## src/rtl/sdp_pkg.sv

```systemverilog
// shared types, constants and saturating adders for the sph density/pressure engine
package sdp_pkg;

  localparam int unsigned MAX_PARTICLES = 1024;
  localparam int unsigned PIDX_W        = $clog2(MAX_PARTICLES);
  localparam int unsigned IDX_W         = 10;
  localparam int unsigned ACT_W         = 3;
  localparam int unsigned CFG_AW        = 2;
  localparam int unsigned IN_TDATA_W    = 144;
  localparam int unsigned OUT_TDATA_W   = 168;
  localparam int unsigned OP_W          = 42;
  localparam int unsigned CHUNK_W       = 14;
  localparam int unsigned ACC_W         = 2 * OP_W;
  localparam int unsigned SHR_W         = ACC_W - 16;

  localparam logic [ACT_W-1:0] ACT_LOAD = 3'd0;
  localparam logic [ACT_W-1:0] ACT_DENS = 3'd1;
  localparam logic [ACT_W-1:0] ACT_INV  = 3'd2;
  localparam logic [ACT_W-1:0] ACT_PRES = 3'd3;
  localparam logic [ACT_W-1:0] ACT_READ = 3'd4;

  localparam logic [CFG_AW-1:0] CFG_RADIUS = 2'd0;
  localparam logic [CFG_AW-1:0] CFG_REST   = 2'd1;
  localparam logic [CFG_AW-1:0] CFG_POLY6  = 2'd2;
  localparam logic [CFG_AW-1:0] CFG_SPIKY  = 2'd3;

  localparam logic [31:0] RADIUS_RST = 32'd65536;
  localparam logic [31:0] REST_RST   = 32'd65536;
  localparam logic [31:0] POLY6_RST  = 32'd102675;
  localparam logic [31:0] SPIKY_RST  = 32'hFFF1_AD12;

  localparam logic [31:0] U32_MAX = 32'hFFFF_FFFF;
  localparam logic [39:0] S40_MAX = 40'h7F_FFFF_FFFF;
  localparam logic [39:0] S40_MIN = 40'h80_0000_0000;

  localparam logic [SHR_W-1:0] LIM_U    = SHR_W'(68'h0_FFFF_FFFF);
  localparam logic [SHR_W-1:0] LIM_SPOS = SHR_W'(68'h7F_FFFF_FFFF);
  localparam logic [SHR_W-1:0] LIM_SNEG = SHR_W'(68'h80_0000_0000);

  typedef struct packed {
    logic        sat;
    logic [39:0] pz;
    logic [39:0] py;
    logic [39:0] px;
    logic [31:0] inv;
    logic [31:0] dens;
    logic [31:0] mass;
  } sdp_rec_t;

  typedef struct packed {
    logic            start;
    logic            uns;
    logic [OP_W-1:0] op_a;
    logic [OP_W-1:0] op_b;
  } sdp_mreq_t;

  typedef struct packed {
    logic            done;
    logic            sat;
    logic [OP_W-1:0] res;
  } sdp_mrsp_t;

  typedef struct packed {
    logic        sat;
    logic [31:0] val;
  } sdp_usum_t;

  typedef struct packed {
    logic        sat;
    logic [39:0] val;
  } sdp_psum_t;

  function automatic sdp_usum_t add_dens(logic [31:0] d, logic [31:0] t);
    logic [32:0] s;
    sdp_usum_t   r;
    s = {1'b0, d} + {1'b0, t};
    r.sat = s[32];
    r.val = s[32] ? U32_MAX : s[31:0];
    return r;
  endfunction

  function automatic sdp_psum_t add_pres(logic [39:0] p, logic [OP_W-1:0] t);
    logic signed [42:0] s;
    sdp_psum_t          r;
    s = $signed({{3{p[39]}}, p}) + $signed({t[OP_W-1], t});
    if (s > $signed({3'b000, S40_MAX})) begin
      r.sat = 1'b1;
      r.val = S40_MAX;
    end else if (s < $signed({3'b111, S40_MIN})) begin
      r.sat = 1'b1;
      r.val = S40_MIN;
    end else begin
      r.sat = 1'b0;
      r.val = s[39:0];
    end
    return r;
  endfunction

endpackage

```

## src/rtl/sdp_mul.sv

```systemverilog
// shared q16.16 multiplier: three 42x14 partial products accumulated in turn, shift and saturate
module sdp_mul import sdp_pkg::*; (
  input  logic      clk_i,
  input  logic      rst_ni,
  input  sdp_mreq_t req_i,
  output sdp_mrsp_t rsp_o
);

  logic [OP_W-1:0]    mag_a_q, mag_b_q;
  logic               neg_q, uns_q;
  logic [ACC_W-1:0]   acc_q;
  logic [1:0]         cnt_q;
  logic               busy_q, fin_q, done_q;
  logic [OP_W-1:0]    res_q;
  logic               sat_q;
  logic [CHUNK_W-1:0] chunk;
  logic [OP_W+CHUNK_W-1:0] pp;
  logic [ACC_W-1:0]   pp_sh;
  logic [SHR_W-1:0]   shr, lim;
  logic               over;
  logic [OP_W-1:0]    mag_r;

  always_comb begin
    case (cnt_q)
      2'd0:    chunk = mag_b_q[CHUNK_W-1:0];
      2'd1:    chunk = mag_b_q[2*CHUNK_W-1:CHUNK_W];
      default: chunk = mag_b_q[3*CHUNK_W-1:2*CHUNK_W];
    endcase
    pp = {{CHUNK_W{1'b0}}, mag_a_q} * {{OP_W{1'b0}}, chunk};
    case (cnt_q)
      2'd0:    pp_sh = ACC_W'(pp);
      2'd1:    pp_sh = ACC_W'(pp) << CHUNK_W;
      default: pp_sh = ACC_W'(pp) << (2 * CHUNK_W);
    endcase
    shr = acc_q[ACC_W-1:16];
    if (uns_q) begin
      lim = LIM_U;
    end else if (neg_q) begin
      lim = LIM_SNEG;
    end else begin
      lim = LIM_SPOS;
    end
    over  = shr > lim;
    mag_r = over ? lim[OP_W-1:0] : shr[OP_W-1:0];
  end

  always_ff @(posedge clk_i or negedge rst_ni) begin
    if (!rst_ni) begin
      busy_q <= 1'b0;
      fin_q  <= 1'b0;
      done_q <= 1'b0;
      cnt_q  <= 2'd0;
    end else begin
      done_q <= 1'b0;
      if (req_i.start) begin
        busy_q <= 1'b1;
        cnt_q  <= 2'd0;
      end else if (busy_q) begin
        if (cnt_q == 2'd2) begin
          busy_q <= 1'b0;
          fin_q  <= 1'b1;
        end else begin
          cnt_q <= cnt_q + 2'd1;
        end
      end else if (fin_q) begin
        fin_q  <= 1'b0;
        done_q <= 1'b1;
      end
    end
  end

  always_ff @(posedge clk_i) begin
    if (req_i.start) begin
      mag_a_q <= req_i.op_a[OP_W-1] ? ('0 - req_i.op_a) : req_i.op_a;
      mag_b_q <= req_i.op_b[OP_W-1] ? ('0 - req_i.op_b) : req_i.op_b;
      neg_q   <= req_i.op_a[OP_W-1] ^ req_i.op_b[OP_W-1];
      uns_q   <= req_i.uns;
      acc_q   <= '0;
    end else if (busy_q) begin
      acc_q <= acc_q + pp_sh;
    end
    if (fin_q) begin
      res_q <= neg_q ? ('0 - mag_r) : mag_r;
      sat_q <= over;
    end
  end

  assign rsp_o.done = done_q;
  assign rsp_o.sat  = sat_q;
  assign rsp_o.res  = res_q;

endmodule

```

## config.mk

```make
export PLATFORM = sky130hd
export DESIGN_NAME = sdp_mul
export DESIGN_NICKNAME = d
export VERILOG_FILES = /design/src/rtl/sdp_pkg.sv /design/src/rtl/sdp_mul.sv
export SDC_FILE = /design/constraint.sdc
export NUM_CORES = 2
export LEC_CHECK = 0
export BUFFER_PORTS_ARGS = -buffer_cell sky130_fd_sc_hd__buf_2
export CAP_MARGIN = 5
export CORE_MARGIN = 2
export CORE_UTILIZATION = 30
export CTS_CLUSTER_DIAMETER = 150
export CTS_CLUSTER_SIZE = 25
export DETAILED_ROUTE_END_ITERATION = 8
export HOLD_SLACK_MARGIN = 0.06
export PLACE_DENSITY_LB_ADDON = 0.2
export SYNTH_ARGS = -nofsm -noshare
export SYNTH_HDL_FRONTEND = slang
export SYNTH_SLANG_ARGS = --single-unit
```

## constraint.sdc

```tcl
create_clock -name clk_i -period 26.3 [get_ports clk_i]
set_input_delay 2.63 -clock clk_i [delete_from_list [all_inputs] [get_ports clk_i]]
set_output_delay 2.63 -clock clk_i [all_outputs]
set_load 0.1 [all_outputs]
```

==> summary.md <==
| Metric | Value |
|---|---|
| Outcome | completed |
| Row count | between 100 and 150 |
| Skew final | between 0.02 and 0.025 ns |
| Hold Path Depth | 2 |
| Initial core utilization | 0.301 |
| Arrival @ worst endpoint | 14.00 ns |
| Synth warnings | 0 |
| Worst slew pin tran | around 1.1 ns |
| Avg Vias per Cell | 5.00 |
| Number of fill cells | ~12000 |
| Syn_nets | approximately 4900 |
| CTS tree | built |
| Syn Inst Count | around 4000 |
| Multi-input logic area | around 27000 sq um |
| Final core utilization | 0.323 |
| Worst flop-to-flop path startpoint | cnt_q[1] |
| Post-synth EDFFs | 129 |
| Die W | around 350 microns |
| Dpl hpwl | roughly 80 mm |
| Final hold vios | 0 |
| Global route overflow | 0 |
| Largest area contributor in the netlist | fa_1 |
| Worst reg-to-reg path cell count | between 40 and 50 |
| Initial antenna violation count | 1 |
| Max FO, Critical Path | 60 |
| Seq/Total Area, Yosys | 0.163 |
| Syn_area_per_cell | 8.62 sq um |
| CP most frequent cell | fa_1 |
| Share of layout cells above drive strength 1 | 0.0555 |
| Clock Latency Late Sink | between 0.5 and 0.6 ns |
| Post-CTS Setup Repair Bufs | 0 |
| Routed wire length | 104 mm |
| Post-CTS Resized | 0 |
| Non-filler instance count after layout | around 5500 |
| Pin count of the biggest net entering global routing | 91 |
| Worst endpoint required time | around 27 ns |
| Setup slack, reg-to-reg | between 10 and 15 ns |
| #FFs+latches synth | around 220 |
| Post-Syn Area | between 30000 and 40000 sq um |
| CTS Buf Count | 14 |
| Synth top area share | 0.274 |
| Period Utilization, post-route | 0.517 |
| CTS Hold Bufs | 0 |
| Startpoint types | flip-flop |
| Antenna viol nets, final | 0 |
| Slew headroom | 0.276 |
| Clock buffer depth | 3 |
| Wirelength per Cell | between 15 and 20 microns |
| Detailed-route DRC error count | 0 |
| TritonRoute pass-1 iters | 5 |
| Clk sink count | 218 |
| Worst Hold Path EP | acc_q[13] |
| Async SR Flop Fraction | 0.0229 |
| Total GRT Usage | 0.173 |
| DR vias | 27700 |
| Min cycle time layout | around 14 ns |
| Max_cap viols | 0 |
| Placed cells | approximately 5500 |
| CP max stage cell | o41ai_1 |
| Htree depth | 1 |
| CP Class | reg -> reg |
| Crit-path max cell delay | approximately 0.86 ns |
| Main area contributors after synthesis | fa_1 27%, edfxtp_1 11%, ha_1 9.0% |
| Die area | roughly 120000 sq um |
| Setup crit end kind | flip-flop |
| FMAX | about 0.074 GHz |
| Worst r2r dst | acc_q[81] |
| RSZ-0062 raised after global routing | no |
| Setup violations, final | 0 |
| Setup WS pre-CTS | roughly 13 ns |
| First-pass GRT wire length | ~160 mm |
| TNS Setup | 0 ns |
| I/O pin count | around 130 |
| Worst hold path type | reg -> reg |
| Final Wtd Congestion | about 0.90 |
| Worst-path clk slew | approximately 0.11 ns |
| Vias in the first global route | between 20000 and 30000 |
| Synth-to-Final Area Change | 7.15% |
| I/O Buffers | 131 |
| Worst setup margin | ~13 ns |
| Ys flop type | edfxtp_1 |
| Register area | ~5700 sq um |
| Distinct cells, synth | ~80 |
| CTS root buffer | clkbuf_16 |
| Initial DRC count | ~1600 |
| # nets final | 4826 |
| Fin. max-slew vios | 0 |
| Min-delay src | acc_q[13] |
| CORE AREA | between 100000 and 150000 sq um |
| Die height | ~350 microns |
-- cell usage after synthesis, types with 13 or more instances --
master	instances
nand2_1	598
inv_1	512
fa_1	478
ha_1	250
nor2_1	237
a21oi_1	227
and2_1	223
clkbuf_1	208
xnor2_1	165
o21ai_0	148
edfxtp_1	129
a21o_1	90
dfxtp_1	84
mux2i_1	72
xor2_1	60
nand4_1	41
nor3_1	36
o21bai_1	34
o31ai_1	33
nand3_1	32
or3_1	28
nor2b_1	27
nand2b_1	24
a22o_1	22
or4_1	21
a31oi_1	20
a211oi_1	18
a22oi_1	18
and3_1	18
o21a_1	16
o311ai_0	15
o41ai_1	15
nor4_1	14
a221o_1	13
-- layer usage --
layer,vias up,GRT usage,share of wire,routed length [microns]
met5,-,0,0,0
met4,0,0.0315,0.018,1870
met3,81,0.0151,0.035,3610
met2,545,0.287,0.47,48400
met1,13800,0.247,0.48,49800
li1,13300,-,-,-
-- final cells by class --
class                           count  area share
Timing Repair Buffer              160      0.0238
Inverter                          513      0.0514
Multi-Input combinational cell   3103       0.710
Tap cell                         1524      0.0509
Clock inverter                      7     0.00187
Clock buffer                       17      0.0102
Antenna cell                        1   0.0000669
Sequential cell                   218       0.152
-- stage by stage --
step,hold slack [ns],area [sq um]
after floorplan,0.467,34900
after global routing,0.537,37400
final,0.509,37400
after global placement,0.477,37000
after detailed placement,0.489,37000
after CTS,0.505,37400
-- worst max path at each step --
stage	slack, ns	endpoint	cells after the start	startpoint
2_1_floorplan	15.45	acc_q[81]	46	cnt_q[0]
3_3_place_gp	13.17	acc_q[81]	44	cnt_q[1]
3_5_place_dp	12.89	acc_q[81]	45	cnt_q[1]
4_1_cts	12.83	acc_q[81]	45	cnt_q[1]
5_1_grt	11.68	acc_q[81]	45	cnt_q[1]
6_report	12.71	acc_q[81]	45	cnt_q[1]
-- logic make-up after synthesis --
kind of cell	count (synthesis)	synth area share
flops	218	0.163
fa+ha+maj	728	0.364
xor+xnor	225	0.0564
buf+inv	732	0.0789
simple gates	1330	0.179
compound gates	747	0.139
mux	73	0.0210
-- sequential cells by signal, indices dropped and copies added, names as in the netlist, 2 cells and up --
| signal | cells |
|---|---|
| acc_q | 84 |
| cnt_q | 2 |
| mag_a_q | 42 |
| mag_b_q | 42 |
| res_q | 42 |
-- critical path, delay by kind of cell (launching register included) --
kind                       cells  cell delay, ns
and+or+nand+nor               10            1.95
DFF                            1            0.41
adders and majority gates      9            4.09
AOI/OAI and AO/OA             16            4.40
buffers and inverters          8            2.04
xor gates and xnor gates       1            0.20
muxes                          1            0.20
-- placed cells by master (no fill, tap or decap), drive strengths merged, types with 9 or more instances in the layout --
cell type,Yosys,final
nor2,237,237
xnor2,165,165
clkbuf,208,17
nor3,37,37
mux2i,72,72
a31oi,20,20
inv,512,515
a22o,22,22
nand2b,24,24
o21bai,34,34
o21a,16,16
edfxtp,129,129
dfxtp,84,84
nor4,15,15
nor2b,27,27
nand4,41,41
o21ai,149,149
ha,250,250
a21oi,227,227
fa,478,478
o41ai,17,17
buf,11,160
a221o,13,13
a211oi,18,18
o311ai,15,15
and3,18,18
o31ai,33,33
or3,32,32
a21o,90,90
nand3,32,32
xor2,60,60
or4,23,23
and2,223,223
nand2,598,598
a22oi,18,18
a21boi,9,9
Power is not shown: default switching activity piles up to over one toggle a cycle in this logic, so the estimate is an artifact.
