## config.mk

```make
export PLATFORM = sky130hd
export DESIGN_NAME = sdp_recip
export DESIGN_NICKNAME = d
export VERILOG_FILES = /design/src/rtl/sdp_pkg.sv /design/src/rtl/sdp_recip.sv
export SDC_FILE = /design/constraint.sdc
export NUM_CORES = 1
export LEC_CHECK = 0
export BUFFER_PORTS_ARGS = -buffer_cell sky130_fd_sc_hd__buf_2
export CAP_MARGIN = 20
export CORE_ASPECT_RATIO = 0.5
export CORE_UTILIZATION = 55
export DETAILED_ROUTE_END_ITERATION = 8
export GPL_TIMING_DRIVEN = 1
export PLACE_DENSITY_LB_ADDON = 0.15
export SYNTH_ARGS = -nofsm -noshare
export SYNTH_HDL_FRONTEND = slang
export SYNTH_SLANG_ARGS = --single-unit
```

## constraint.sdc

```tcl
create_clock -name clk_i -period 10.4 [get_ports clk_i]
set_clock_uncertainty 0.15 [all_clocks]
set_input_delay 1.56 -clock clk_i [delete_from_list [all_inputs] [get_ports clk_i]]
set_output_delay 1.56 -clock clk_i [all_outputs]
set_load 0.05 [all_outputs]
```

## src/rtl/sdp_pkg.sv

```systemverilog
// shared types, constants and saturating adders for the sph density/pressure engine
package sdp_pkg;

  localparam int unsigned MAX_PARTICLES = 1024;
  localparam int unsigned PIDX_W        = $clog2(MAX_PARTICLES);
  localparam int unsigned IDX_W         = 10;
  localparam int unsigned ACT_W         = 3;
  localparam int unsigned CFG_AW        = 2;
  localparam int unsigned IN_TDATA_W    = 144;
  localparam int unsigned OUT_TDATA_W   = 168;
  localparam int unsigned OP_W          = 42;
  localparam int unsigned CHUNK_W       = 14;
  localparam int unsigned ACC_W         = 2 * OP_W;
  localparam int unsigned SHR_W         = ACC_W - 16;

  localparam logic [ACT_W-1:0] ACT_LOAD = 3'd0;
  localparam logic [ACT_W-1:0] ACT_DENS = 3'd1;
  localparam logic [ACT_W-1:0] ACT_INV  = 3'd2;
  localparam logic [ACT_W-1:0] ACT_PRES = 3'd3;
  localparam logic [ACT_W-1:0] ACT_READ = 3'd4;

  localparam logic [CFG_AW-1:0] CFG_RADIUS = 2'd0;
  localparam logic [CFG_AW-1:0] CFG_REST   = 2'd1;
  localparam logic [CFG_AW-1:0] CFG_POLY6  = 2'd2;
  localparam logic [CFG_AW-1:0] CFG_SPIKY  = 2'd3;

  localparam logic [31:0] RADIUS_RST = 32'd65536;
  localparam logic [31:0] REST_RST   = 32'd65536;
  localparam logic [31:0] POLY6_RST  = 32'd102675;
  localparam logic [31:0] SPIKY_RST  = 32'hFFF1_AD12;

  localparam logic [31:0] U32_MAX = 32'hFFFF_FFFF;
  localparam logic [39:0] S40_MAX = 40'h7F_FFFF_FFFF;
  localparam logic [39:0] S40_MIN = 40'h80_0000_0000;

  localparam logic [SHR_W-1:0] LIM_U    = SHR_W'(68'h0_FFFF_FFFF);
  localparam logic [SHR_W-1:0] LIM_SPOS = SHR_W'(68'h7F_FFFF_FFFF);
  localparam logic [SHR_W-1:0] LIM_SNEG = SHR_W'(68'h80_0000_0000);

  typedef struct packed {
    logic        sat;
    logic [39:0] pz;
    logic [39:0] py;
    logic [39:0] px;
    logic [31:0] inv;
    logic [31:0] dens;
    logic [31:0] mass;
  } sdp_rec_t;

  typedef struct packed {
    logic            start;
    logic            uns;
    logic [OP_W-1:0] op_a;
    logic [OP_W-1:0] op_b;
  } sdp_mreq_t;

  typedef struct packed {
    logic            done;
    logic            sat;
    logic [OP_W-1:0] res;
  } sdp_mrsp_t;

  typedef struct packed {
    logic        sat;
    logic [31:0] val;
  } sdp_usum_t;

  typedef struct packed {
    logic        sat;
    logic [39:0] val;
  } sdp_psum_t;

  function automatic sdp_usum_t add_dens(logic [31:0] d, logic [31:0] t);
    logic [32:0] s;
    sdp_usum_t   r;
    s = {1'b0, d} + {1'b0, t};
    r.sat = s[32];
    r.val = s[32] ? U32_MAX : s[31:0];
    return r;
  endfunction

  function automatic sdp_psum_t add_pres(logic [39:0] p, logic [OP_W-1:0] t);
    logic signed [42:0] s;
    sdp_psum_t          r;
    s = $signed({{3{p[39]}}, p}) + $signed({t[OP_W-1], t});
    if (s > $signed({3'b000, S40_MAX})) begin
      r.sat = 1'b1;
      r.val = S40_MAX;
    end else if (s < $signed({3'b111, S40_MIN})) begin
      r.sat = 1'b1;
      r.val = S40_MIN;
    end else begin
      r.sat = 1'b0;
      r.val = s[39:0];
    end
    return r;
  endfunction

endpackage

```

## src/rtl/sdp_recip.sv

```systemverilog
// restoring divider for 2^32 / density, one quotient bit a cycle
module sdp_recip import sdp_pkg::*; (
  input  logic        clk_i,
  input  logic        rst_ni,
  input  logic        start_i,
  input  logic [31:0] den_i,
  output logic        done_o,
  output logic [32:0] quo_o
);

  logic [31:0] den_q, rem_q;
  logic [32:0] quo_q;
  logic [5:0]  cnt_q;
  logic        busy_q, done_q;
  logic [32:0] trial;
  logic        take;

  always_comb begin
    // dividend is a single one at bit 32, fed first
    trial = {rem_q, (cnt_q == 6'd0)};
    take  = trial >= {1'b0, den_q};
  end

  always_ff @(posedge clk_i or negedge rst_ni) begin
    if (!rst_ni) begin
      busy_q <= 1'b0;
      done_q <= 1'b0;
      cnt_q  <= 6'd0;
    end else begin
      done_q <= 1'b0;
      if (start_i) begin
        busy_q <= 1'b1;
        cnt_q  <= 6'd0;
      end else if (busy_q) begin
        if (cnt_q == 6'd32) begin
          busy_q <= 1'b0;
          done_q <= 1'b1;
        end else begin
          cnt_q <= cnt_q + 6'd1;
        end
      end
    end
  end

  always_ff @(posedge clk_i) begin
    if (start_i) begin
      den_q <= den_i;
      rem_q <= '0;
      quo_q <= '0;
    end else if (busy_q) begin
      rem_q <= take ? 32'(trial - {1'b0, den_q}) : trial[31:0];
      quo_q <= {quo_q[31:0], take};
    end
  end

  assign done_o = done_q;
  assign quo_o  = quo_q;

endmodule

```

==> metrics list, run 1 <==
- The number of antenna violations at the first check in global routing is 0.
- The worst setup path is launched from a register.
- The tree is rooted in a sky130_fd_sc_hd__clkbuf_16.
- Global routing finished with a remaining overflow of 0.
- TritonCTS created 9 clock buffers.
* Leading area contributor after synthesis: sky130_fd_sc_hd__dfxtp_1
- In this run the worst setup path begins at cnt_q[0].
- Effective utilization at floorplan: 58.7%
- The final layout contains routed wiring with a total length of 11,700 µm.
- The number of global-route vias before repair is 4,070.
* Post-cts hold buffer count: 0
* Placer's final routability congestion estimate: 0.866
- Via count of the routed design: 4,465
- STA classifies the critical path endpoint as a register.
* Worst hold slack: 338 ps
* Post-Synthesis Mean Instance Area: 9.59 µm²
- The startpoint identified for the worst hold timing path is rem_q[2].
* Post-synthesis instance total: 599
* Post-synth ARST share: 7.62%
* Clock latency at the later pin of the worst-skew pair: 360 ps
- Core Box Area: 0.00979 mm²
- Sequential share of power: 51.4%
- Across the whole layout, storage elements account for 0.00247 mm².
* Ys flop type: sky130_fd_sc_hd__dfxtp_1
- After detailed routing, the number of remaining DRC violations is 0.
* Origin of the critical flop-to-flop path: cnt_q[0]
- By startpoint and endpoint, the worst setup path is classified as register to register.
- The H-tree generated during clock tree synthesis spans 3 levels.
- Critical Path AT: 4150 ps
* Maximum capacitance violations: 0
- Most frequent cells in the layout: sky130_fd_sc_hd__nor2_1, sky130_fd_sc_hd__buf_2, sky130_fd_sc_hd__dfxtp_1, sky130_fd_sc_hd__mux2i_1, sky130_fd_sc_hd__inv_1
- Data on the critical path is required at its endpoint by 10,500 ps.
* Period Utilization, post-route: 38.9%
* Number of nets in the synthesized netlist: 669
- Fill cell total of the finished layout: 841
- The clock drives 105 sinks.
- Top-area cell type share of the netlist area: 22.6%
- Unrepaired setup endpoints after global routing: no
* Comb pwr share: 9.0%
* Internal reg-to-reg setup slack: 6350 ps
- In this run the cell area measured after placement is 0.00615 mm².
- Placed insts: 773
* CTS tree: built
* Non-filler cells, final: 789
* Power after layout: 0.856 mW
* Placement Rows: 25
* Post-CTS setup buffer count: 0
- Number of synthesized register bits: 105
* Type of the tightest min-delay check: register to register
* Ratio of routed vias to standard cells: 5.66
- Count of buffers from port buffering: 68
- Counting flops with a built-in enable in the synthesized netlist gives 32.
- The library cell used most frequently in the layout, excluding fill and tap cells, is sky130_fd_sc_hd__nor2_1.
* Detailed-routing iteration count for the pre-antenna-repair pass: 5
- Chip width: 147 µm
* Switching fraction of total power: 25.6%
* Global-route wire length before repair: 19,500 µm
- Post-route standard cell area excluding fillers: 0.00645 mm²
- For the pin with the worst max-slew slack, the measured transition is 677 ps.
* Achievable frequency: 247 MHz
- Internal power comes to 0.637 mW.
- For this design the ratio of total power to cell area is 133 mW/mm².
* Post-Place Worst Slack: 6440 ps
- Static leakage power: 3.14 nW
- Synthesis instantiated 58 different standard cells from the library.
- After layout, the minimum clock period comes to 4050 ps.
- Worst max-slew margin expressed relative to the limit: 54.9%
- Across every metal layer, demand over resource in global routing totals 22.9%.
- During synthesis, Yosys emitted a total of 0 warnings.
- Logic depth of the worst register-to-register path: 15
* Number of routed nets with antenna violations: 0
- Run status: completed
- CTS resizes: 0
* Half-perimeter wire length of the detailed placement result: 8180 µm
* Clock Power Share: 39.6%
* Die outline area: 0.0109 mm²
- For this run, the register share of the synthesized area comes to 42.8%.
* CP Capture Point: rem_q[21]
* Total I/O pin count: 69
- The analysis attributes to net switching a power of 0.220 mW.
- Clock transition time at the flip-flop clock pins of the worst setup and hold paths: 70 ps
- Hold violation count in the final report: 0
- Antenna cell count: 0
- Multi-input combinational cell area: 0.00299 mm²
- Setup total negative slack on the finished layout was measured at 0 ps.
- Setup violations remaining at the end of the flow were counted as 0.
- After synthesis the cells add up to 0.00575 mm².
- Number of max-slew violations in the final report: 0
- Routed len/inst: 14.9 µm
- The final layout contains 719 nets.
- Maximum ir drop on the vdd rail: 0.0000787 V
- Peak fanout along the critical path: 22
- Setup WS post-layout: 6350 ps
- Starting DRC count in detailed routing: 276
* Top cells by area in the synthesized netlist: sky130_fd_sc_hd__dfxtp_1, sky130_fd_sc_hd__edfxtp_1, sky130_fd_sc_hd__mux2i_1
- In this run the critical register-to-register path is captured at rem_q[21].
- Fraction of final layout cells sized beyond drive strength 1: 14.8%
* Die Y-Extent: 74.3 µm
* Core utilization of the finished layout: 65.9%
- Clock tree buffer depth: 2
* Maximum number of pins on one net before global-route repair: 65
- Post-synthesis to final-layout area growth: 12.2%
state kept, by name, summed over array words and instances, names as in the netlist:
name and cells:
den_q 32, cnt_q 6, busy_q 1, rem_q 32, quo_o 33, done_o 1
final cells by class:
cell class | instances | share of cell area (%)
flip-flops and latches | 105 | 38.2
multi-input cells | 419 | 46.3
clock inverters | 6 | 1.09
inverters | 43 | 2.50
repair buffers | 71 | 5.67
clock buffers | 10 | 3.55
well taps | 135 | 2.62
routing by layer:
metal	part of all wire, %	GRT usage [%]
met5	0	0
met4	1.1	5.67
met1	50	31.2
met3	6.5	7.67
met2	42	35.3
how the worst min path moves through the flow:
stage / endpoint / depth (start not counted)
2_1_floorplan: rem_q[2] / 2
3_3_place_gp: quo_o[32] / 2
6_report: rem_q[2] / 2
3_5_place_dp: rem_q[10] / 2
5_1_grt: rem_q[10] / 2
4_1_cts: rem_q[10] / 2
cell usage after synthesis (12+ instances only):
library cell / n
sky130_fd_sc_hd__clkbuf_1: 22
sky130_fd_sc_hd__a21o_1: 20
sky130_fd_sc_hd__a211oi_1: 26
sky130_fd_sc_hd__xor2_1: 13
sky130_fd_sc_hd__xnor2_1: 16
sky130_fd_sc_hd__dfxtp_1: 65
sky130_fd_sc_hd__nor2_1: 79
sky130_fd_sc_hd__edfxtp_1: 32
sky130_fd_sc_hd__nand2_1: 20
sky130_fd_sc_hd__ha_1: 34
sky130_fd_sc_hd__a21oi_1: 34
sky130_fd_sc_hd__mux2i_1: 57
sky130_fd_sc_hd__inv_1: 43
sky130_fd_sc_hd__nand3_1: 12
sky130_fd_sc_hd__o21ai_0: 16
worst max-delay path: stages, from the launching register on:
cell	delay (ps)
sky130_fd_sc_hd__dfrtp_1	430
sky130_fd_sc_hd__inv_1	80
sky130_fd_sc_hd__ha_1	130
sky130_fd_sc_hd__nor4b_1	440
sky130_fd_sc_hd__nand2b_1	150
sky130_fd_sc_hd__ha_1	220
sky130_fd_sc_hd__nor2b_1	110
sky130_fd_sc_hd__o21ai_0	110
sky130_fd_sc_hd__a21oi_1	300
sky130_fd_sc_hd__o2111ai_1	220
sky130_fd_sc_hd__nand3_1	180
sky130_fd_sc_hd__a21oi_1	130
sky130_fd_sc_hd__a21boi_4	390
sky130_fd_sc_hd__buf_4	450
sky130_fd_sc_hd__mux2i_1	160
sky130_fd_sc_hd__a211oi_1	290
power by group through the flow:
stage               registers [mW]  logic [mW]  clock network (mW)
floorplan                    0.448      0.0567                   0
global placement             0.449      0.0755                   0
detailed placement           0.449      0.0762                   0
CTS                          0.440      0.0772               0.349
global route                 0.441      0.0865               0.363
finish                       0.440      0.0773               0.339
logic make-up after synthesis:
family	Yosys count	share of synthesized area [%]
adders and majority gates	35	7.75
xor gates and xnor gates	29	4.42
muxes	58	10.1
DFF	105	42.8
and+or+nand+nor	155	12.3
AOI/OAI and AO/OA	142	17.2
buffers and inverters	75	5.36
Note: power is estimated with default switching activity, not from simulation.
==> run 2: changes to the inputs <==
clock period = 3.95 ns   (was 10.4 ns; I/O delays follow)
==> run 2 against run 1 <==
Total power grew to 2.7 times the previous value; sequential share of layout area is 0.85 points lower; sequential power grew to 2.6 times the previous value; non-clock buffer count is 7 higher; critical path type unchanged.
==> metrics list, run 2 (same netlist as run 1, synthesis figures left out) <==
- The die is 74.3 µm tall.
- Max-cap violations in this run came to 0.
* Setup WS post-layout: 202 ps
- The worst path needs 3750 ps of the cycle, external delays included.
- Overall global routing resource usage: 22.2%
- After detailed routing, the average wire length per cell comes to 14.7 µm.
- The placed instances occupy a cell area of 0.00618 mm².
- The largest single stage delay on the critical path is 420 ps.
- Post-synthesis to final-layout area growth: 14.8%
* Detailed-routing iteration count for the pre-antenna-repair pass: 4
* Critical Path AT: 3830 ps
- In this design, the largest share of critical-path delay is due to compound AO/OA/AOI/OAI gates.
- Number of routed nets with antenna violations: 0
- Total I/O pin count: 69
* Type of the tightest min-delay check: primary input to register
- The congestion estimate from routability-driven global placement came to 0.845.
- Net switching power of the design: 0.579 mW
* Maximum number of pins on one net before global-route repair: 92
- STA classifies the critical path endpoint as a register.
* Setup violation total in the final timing report: 0
- Clock transition time at the flip-flop clock pins of the worst setup and hold paths: 80 ps
- The number of slew-limit violations in the final report is 0.
* Placed insts: 775
* Worst max-slew margin expressed relative to the limit: 53.5%
- Most frequent cells in the layout: sky130_fd_sc_hd__nor2_1, sky130_fd_sc_hd__buf_2, sky130_fd_sc_hd__dfxtp_1, sky130_fd_sc_hd__mux2i_1, sky130_fd_sc_hd__inv_1
* Core Box Area: 0.00979 mm²
- At the later pin of the worst-skew pair, clock insertion delay measures 360 ps.
- Once the floorplan was initialized, standard cells occupied 58.7% of the core.
- Net switching is 25.4% of the power.
* Data required time of the worst path: 4030 ps
* Antenna violations before repair: 1
- The share of total power dissipated in the clock network is 39.8%.
- Static leakage power: 3.19 nW
- The slowest stage of the critical path belongs to the cell sky130_fd_sc_hd__a221o_2.
- Starting DRC count in detailed routing: 275
- Number of global-route vias before repair: 4,033
* Power after layout: 2.28 mW
* Post-Place Worst Slack: 72.7 ps
- The H-tree was split into 3 levels.
- In this run, CTS created clock tree buffers numbering 9.
- Fill cell total of the finished layout: 802
* Achievable frequency: 267 MHz
* Non-filler cells, final: 796
- TritonCTS built the clock tree.
- After detailed routing, the number of remaining DRC violations is 0.
- The detailed router placed 4,479 vias in this run.
- The total overflow left after global routing is 0.
* Fraction of final layout cells sized beyond drive strength 1: 16.3%
- Half-perimeter wire length of the detailed placement result: 8080 µm
- Chip width: 147 µm
* Clock tree buffer depth: 2
- For the pin with the worst max-slew slack, the measured transition is 698 ps.
- The clock drives 105 sinks.
- Global-route wire length before repair: 19,000 µm
- Core utilization of the finished layout: 67.4%
- The final count of hold timing violations came to 0.
* Layout net count: 726
- Antenna cell count: 0
* Sequential share of power: 50.8%
* Critical path type: register to register
- Together, buffers and inverters on the worst path number 2.
- Count of buffers from port buffering: 68
* Peak fanout along the critical path: 5
- Wires add up to 11,700 µm.
- Maximum ir drop on the vdd rail: 0.000219 V
- Cell Chain, Critical Path: inv_1 -> ha_1 -> nor4b_2 -> nand2b_1 -> ha_1 -> inv_1 -> fa_2 -> a21o_1 -> a221oi_4 -> o21ai_4 -> a221o_2 -> a221oi_4 -> a31oi_2 -> a31oi_1 -> xor2_1 -> o22ai_1
* Power density over the cells: 346 mW/mm²
- P_int: 1.70 mW
- Dividing the final minimum period by the clock period gives 94.9%.
- STA classifies the critical path startpoint as a register.
- Buffer cell driving the clock tree root: sky130_fd_sc_hd__clkbuf_16
- The register with the most flip-flops in the layout has 33 of them.
* Comb pwr share: 9.4%
* Ratio of routed vias to standard cells: 5.63
- After routing the design area is 0.00660 mm².
- The floorplan step defined a die boundary enclosing 0.0109 mm².
- The library cell used most frequently in the layout, excluding fill and tap cells, is sky130_fd_sc_hd__nor2_1.
- The flow ran to the end, and the final reports show no timing, DRC or antenna violations.
- Row generation in the floorplan step produced 25 rows.
==> run 2: cell types whose count changed in the layout (fill, tap and decap cells not counted), moves of 2 or more <==
| cell | previous run | this run |
|---|---|---|
| sky130_fd_sc_hd__a221oi_4 | 0 | 2 |
| sky130_fd_sc_hd__inv_6 | 3 | 1 |
| sky130_fd_sc_hd__buf_4 | 4 | 8 |
| sky130_fd_sc_hd__inv_8 | 1 | 3 |
| sky130_fd_sc_hd__a221oi_2 | 3 | 1 |
==> run 2: path summary, 6_finish.rpt <==
kind | startpoint | endpoint | slack, ps | cells after the start
worst min-delay path | den_i[30] | den_q[30] | 260 | 1
worst min register to register | rem_q[2] | rem_q[2] | 340 | 2
worst max register to register | cnt_q[0] | rem_q[20] | 200 | 16
min in group asynchronous | rst_ni | cnt_q[3] | 460 | 2
worst max-delay path | cnt_q[0] | rem_q[20] | 200 | 16
max in group asynchronous | rst_ni | busy_q | 3000 | 2
==> run 2: power by group through the flow <==
| stage | logic (mW) | registers, mW | clock network, mW |
|---|---|---|---|
| after floorplan | 0.149 | 1.18 | 0 |
| after global placement | 0.198 | 1.18 | 0 |
| after global routing | 0.239 | 1.16 | 0.973 |
| final | 0.214 | 1.16 | 0.907 |
| after CTS | 0.203 | 1.16 | 0.925 |
| after detailed placement | 0.201 | 1.18 | 0 |
==> run 2: through the flow <==
stage	TNS, ps	hold WS, ps
after global placement	0	290
after floorplan	0	147
after CTS	0	248
final	0	257
after detailed placement	0	291
after global routing	-7.50	245
==> run 2: final cells by class <==
type                       count  area (µm²)  area share (%)
tap                          135         169            2.56
inverter                      43         161            2.45
clock buffer                  10         239            3.62
clock inverter                 6        67.6            1.02
timing repair buffer          78         453            6.87
multi-input combinational    419        3040            46.1
sequential                   105        2470            37.4
==> run 2: repair_timing <==
item | in CTS | in global routing
gates resized for setup | 0 | 7
endpoints found under the setup margin | 0 | 19
hold endpoints to repair | 8 | 0
hold buffers | 1 | 0
setup buffers | 0 | 3
==> run 2: routing by layer <==
layer | GRT usage (%) | up-vias | wire length [µm]
li1 | - | 2278 | -
met1 | 30.5 | 2090 | 5930
met2 | 34.9 | 96 | 5020
met3 | 6.63 | 13 | 641
met4 | 4.63 | 2 | 100
met5 | 0 | - | 12
==> run 3: changes to the inputs <==
CORE_ASPECT_RATIO = 0.75   (was 0.5)
CORE_MARGIN = 4   (was not set)
HOLD_SLACK_MARGIN = 0.06   (was not set)
==> run 3 against run 2 <==
Hold slack better by 4.9 ps; global-route usage is 2.2 points lower; cell area down 0.32%; via count up 0.58%; highest routed layer is now met4; largest cell class unchanged.
==> metrics list, run 3 (same netlist as run 1, synthesis figures left out) <==
- The tool flagged a number of max-cap violations equal to 0.
- The floorplan has 32 rows.
* Setup WS post-layout: 204 ps
- The filler cells instantiated in the layout total 868.
- Aggregate global routing overflow: 0
* Total length of routed wires: 12,100 µm
- Post-synthesis to final-layout area growth: 14.4%
* Placer's final routability congestion estimate: 0.918
- Period Utilization, post-route: 94.8%
* Critical Path AT: 3820 ps
* TritonCTS buffer count: 9
- Detailed-routing iteration count for the pre-antenna-repair pass: 5
* Number of routed nets with antenna violations: 0
- Run status: completed
* Maximum number of pins on one net before global-route repair: 92
- Type of origin of the critical path: register
- Antenna cell count: 0
- Cell Area, Placed: 0.00620 mm²
- The die covers 0.0122 mm².
- In this run the vertical extent of the chip is 96.5 µm.
* Most frequent cells in the layout: sky130_fd_sc_hd__nor2_1, sky130_fd_sc_hd__buf_2, sky130_fd_sc_hd__dfxtp_1, sky130_fd_sc_hd__mux2i_1, sky130_fd_sc_hd__inv_1
* Ratio of routed vias to standard cells: 5.62
- Derived from the worst setup path, the maximum achievable clock frequency is 267 MHz.
* Maximum ir drop on the vdd rail: 0.000246 V
- Hold is met by 262 ps.
* Worst Path Buf+Inv: 2
- Clock latency on the worst-skew pair, taken at its later pin, is 350 ps.
* Setup violation total in the final timing report: 0
- The library cell used most frequently in the layout, excluding fill and tap cells, is sky130_fd_sc_hd__nor2_1.
- Clock tree synthesis selected as its root buffer the cell sky130_fd_sc_hd__clkbuf_16.
- TritonCTS built the clock tree.
- After clock tree synthesis, the clock-pin slew on the worst setup and hold paths is 70 ps.
- For the worst setup path, the data required time is 4020 ps.
* H-Tree Level Count: 3
- Chip width: 126 µm
- The analysis attributes to cell leakage a power of 3.19 nW.
* Slowest cell on crit path: sky130_fd_sc_hd__a221o_2
* Routed len/inst: 15.1 µm
- Worst max-slew margin expressed relative to the limit: 25.0%
- The clock period could shrink to 3750 ps.
- The total area inside the core boundary comes to 0.0102 mm².
- Type of the tightest min-delay check: primary input to register
* Effective utilization at floorplan: 56.1%
* Number of global-route vias before repair: 4,150
- After detailed routing, the met2 layer carries 5270 µm of wire.
- For the pin with the worst max-slew slack, the measured transition is 1120 ps.
* Layout net count: 730
- On the worst path, the slowest cell contributes a delay of 440 ps.
* Number of flip-flops under the largest register name: 33
* Power after layout: 2.24 mW
- The worst setup path is captured at a register.
- Post-Place Worst Slack: 61.6 ps
- Input and output buffers added on the ports amount to 68.
- Total I/O pin count: 69
- Power density over the cells: 340 mW/mm²
- In the final timing run, aggregate negative setup slack is 0 ps.
- CTS saw 105 sinks.
- Fraction of final layout cells sized beyond drive strength 1: 16.8%
- Routed met1 length: 6150 µm
- Overall global routing resource usage: 20.0%
- Detailed routing placed a total of 518 µm of wire on met3.
- Number of max-slew violations in the final report: 0
- In the routed design, unresolved DRC markers number 0.
- After routing the design area is 0.00657 mm².
- Critical path type: register to register
* Unrepaired setup endpoints after global routing: no
- Half-perimeter wire length of the detailed placement result: 8650 µm
* Hold violation count in the final report: 0
* Via count of the routed design: 4,505
* Global-route wire length before repair: 20,000 µm
* Antenna violations before repair: 0
- In this run the deepest clock path goes through 2 buffers.
- Cell Chain, Critical Path: inv_1 -> ha_1 -> nor4b_1 -> nand2b_1 -> ha_2 -> inv_1 -> fa_2 -> a21o_1 -> a221oi_4 -> o21ai_2 -> a221o_2 -> a221oi_4 -> a31oi_1 -> a31oi_1 -> xor2_1 -> o22ai_1
- Starting DRC count in detailed routing: 311
* Top layer reached by signal wires: met4
- In this design, the largest share of critical-path delay is due to compound AO/OA/AOI/OAI gates.
- In this run the worst path has a maximum fanout of 4.
run 3: routing by layer:
metal,vias to the layer above,track usage (%)
met5,-,0
met4,0,5.27
met3,12,4.34
met2,83,30.2
met1,2133,29.1
li1,2277,-
run 3: what timing repair did:
item | 4_1_cts | 5_1_grt
gates resized for setup | 0 | 6
setup buffers | 0 | 5
hold buffers | 1 | 0
endpoints found under the setup margin | 0 | 8
endpoints found under the hold margin | 8 | 0
run 3: metrics by stage:
stage          instances  util [%]
2_1_floorplan        599         -
3_3_place_gp         779      60.5
3_5_place_dp         779      60.5
4_1_cts              796      63.4
5_1_grt              801      64.1
6_report             801      64.1
run 3: final cells by class:
| cell class | count | area [µm²] | area share (%) |
|---|---|---|---|
| multi-input cells | 419 | 3030 | 46.1 |
| flip-flops and latches | 105 | 2470 | 37.5 |
| repair buffers | 82 | 463 | 7.04 |
| clock buffers | 10 | 239 | 3.64 |
| well taps | 136 | 170 | 2.59 |
| inverters | 43 | 161 | 2.46 |
| clock inverters | 6 | 46.3 | 0.704 |
run 3: path summary, 6_finish.rpt:
path	startpoint	endpoint	slack (ps)	depth (start not counted)
worst max-delay path	cnt_q[0]	rem_q[20]	200	16
worst min-delay path	den_i[16]	den_q[16]	260	1
worst max register to register	cnt_q[0]	rem_q[20]	200	16
worst min register to register	quo_o[32]	quo_o[32]	340	2
max in group asynchronous	rst_ni	busy_q	2990	2
min in group asynchronous	rst_ni	cnt_q[0]	470	2
run 3: report_power, final:
part,leakage [nW],switching [mW],internal [mW]
Combinational,2.11,0.129,0.0885
Sequential,0.941,0.0130,1.15
Clock,0.146,0.409,0.452
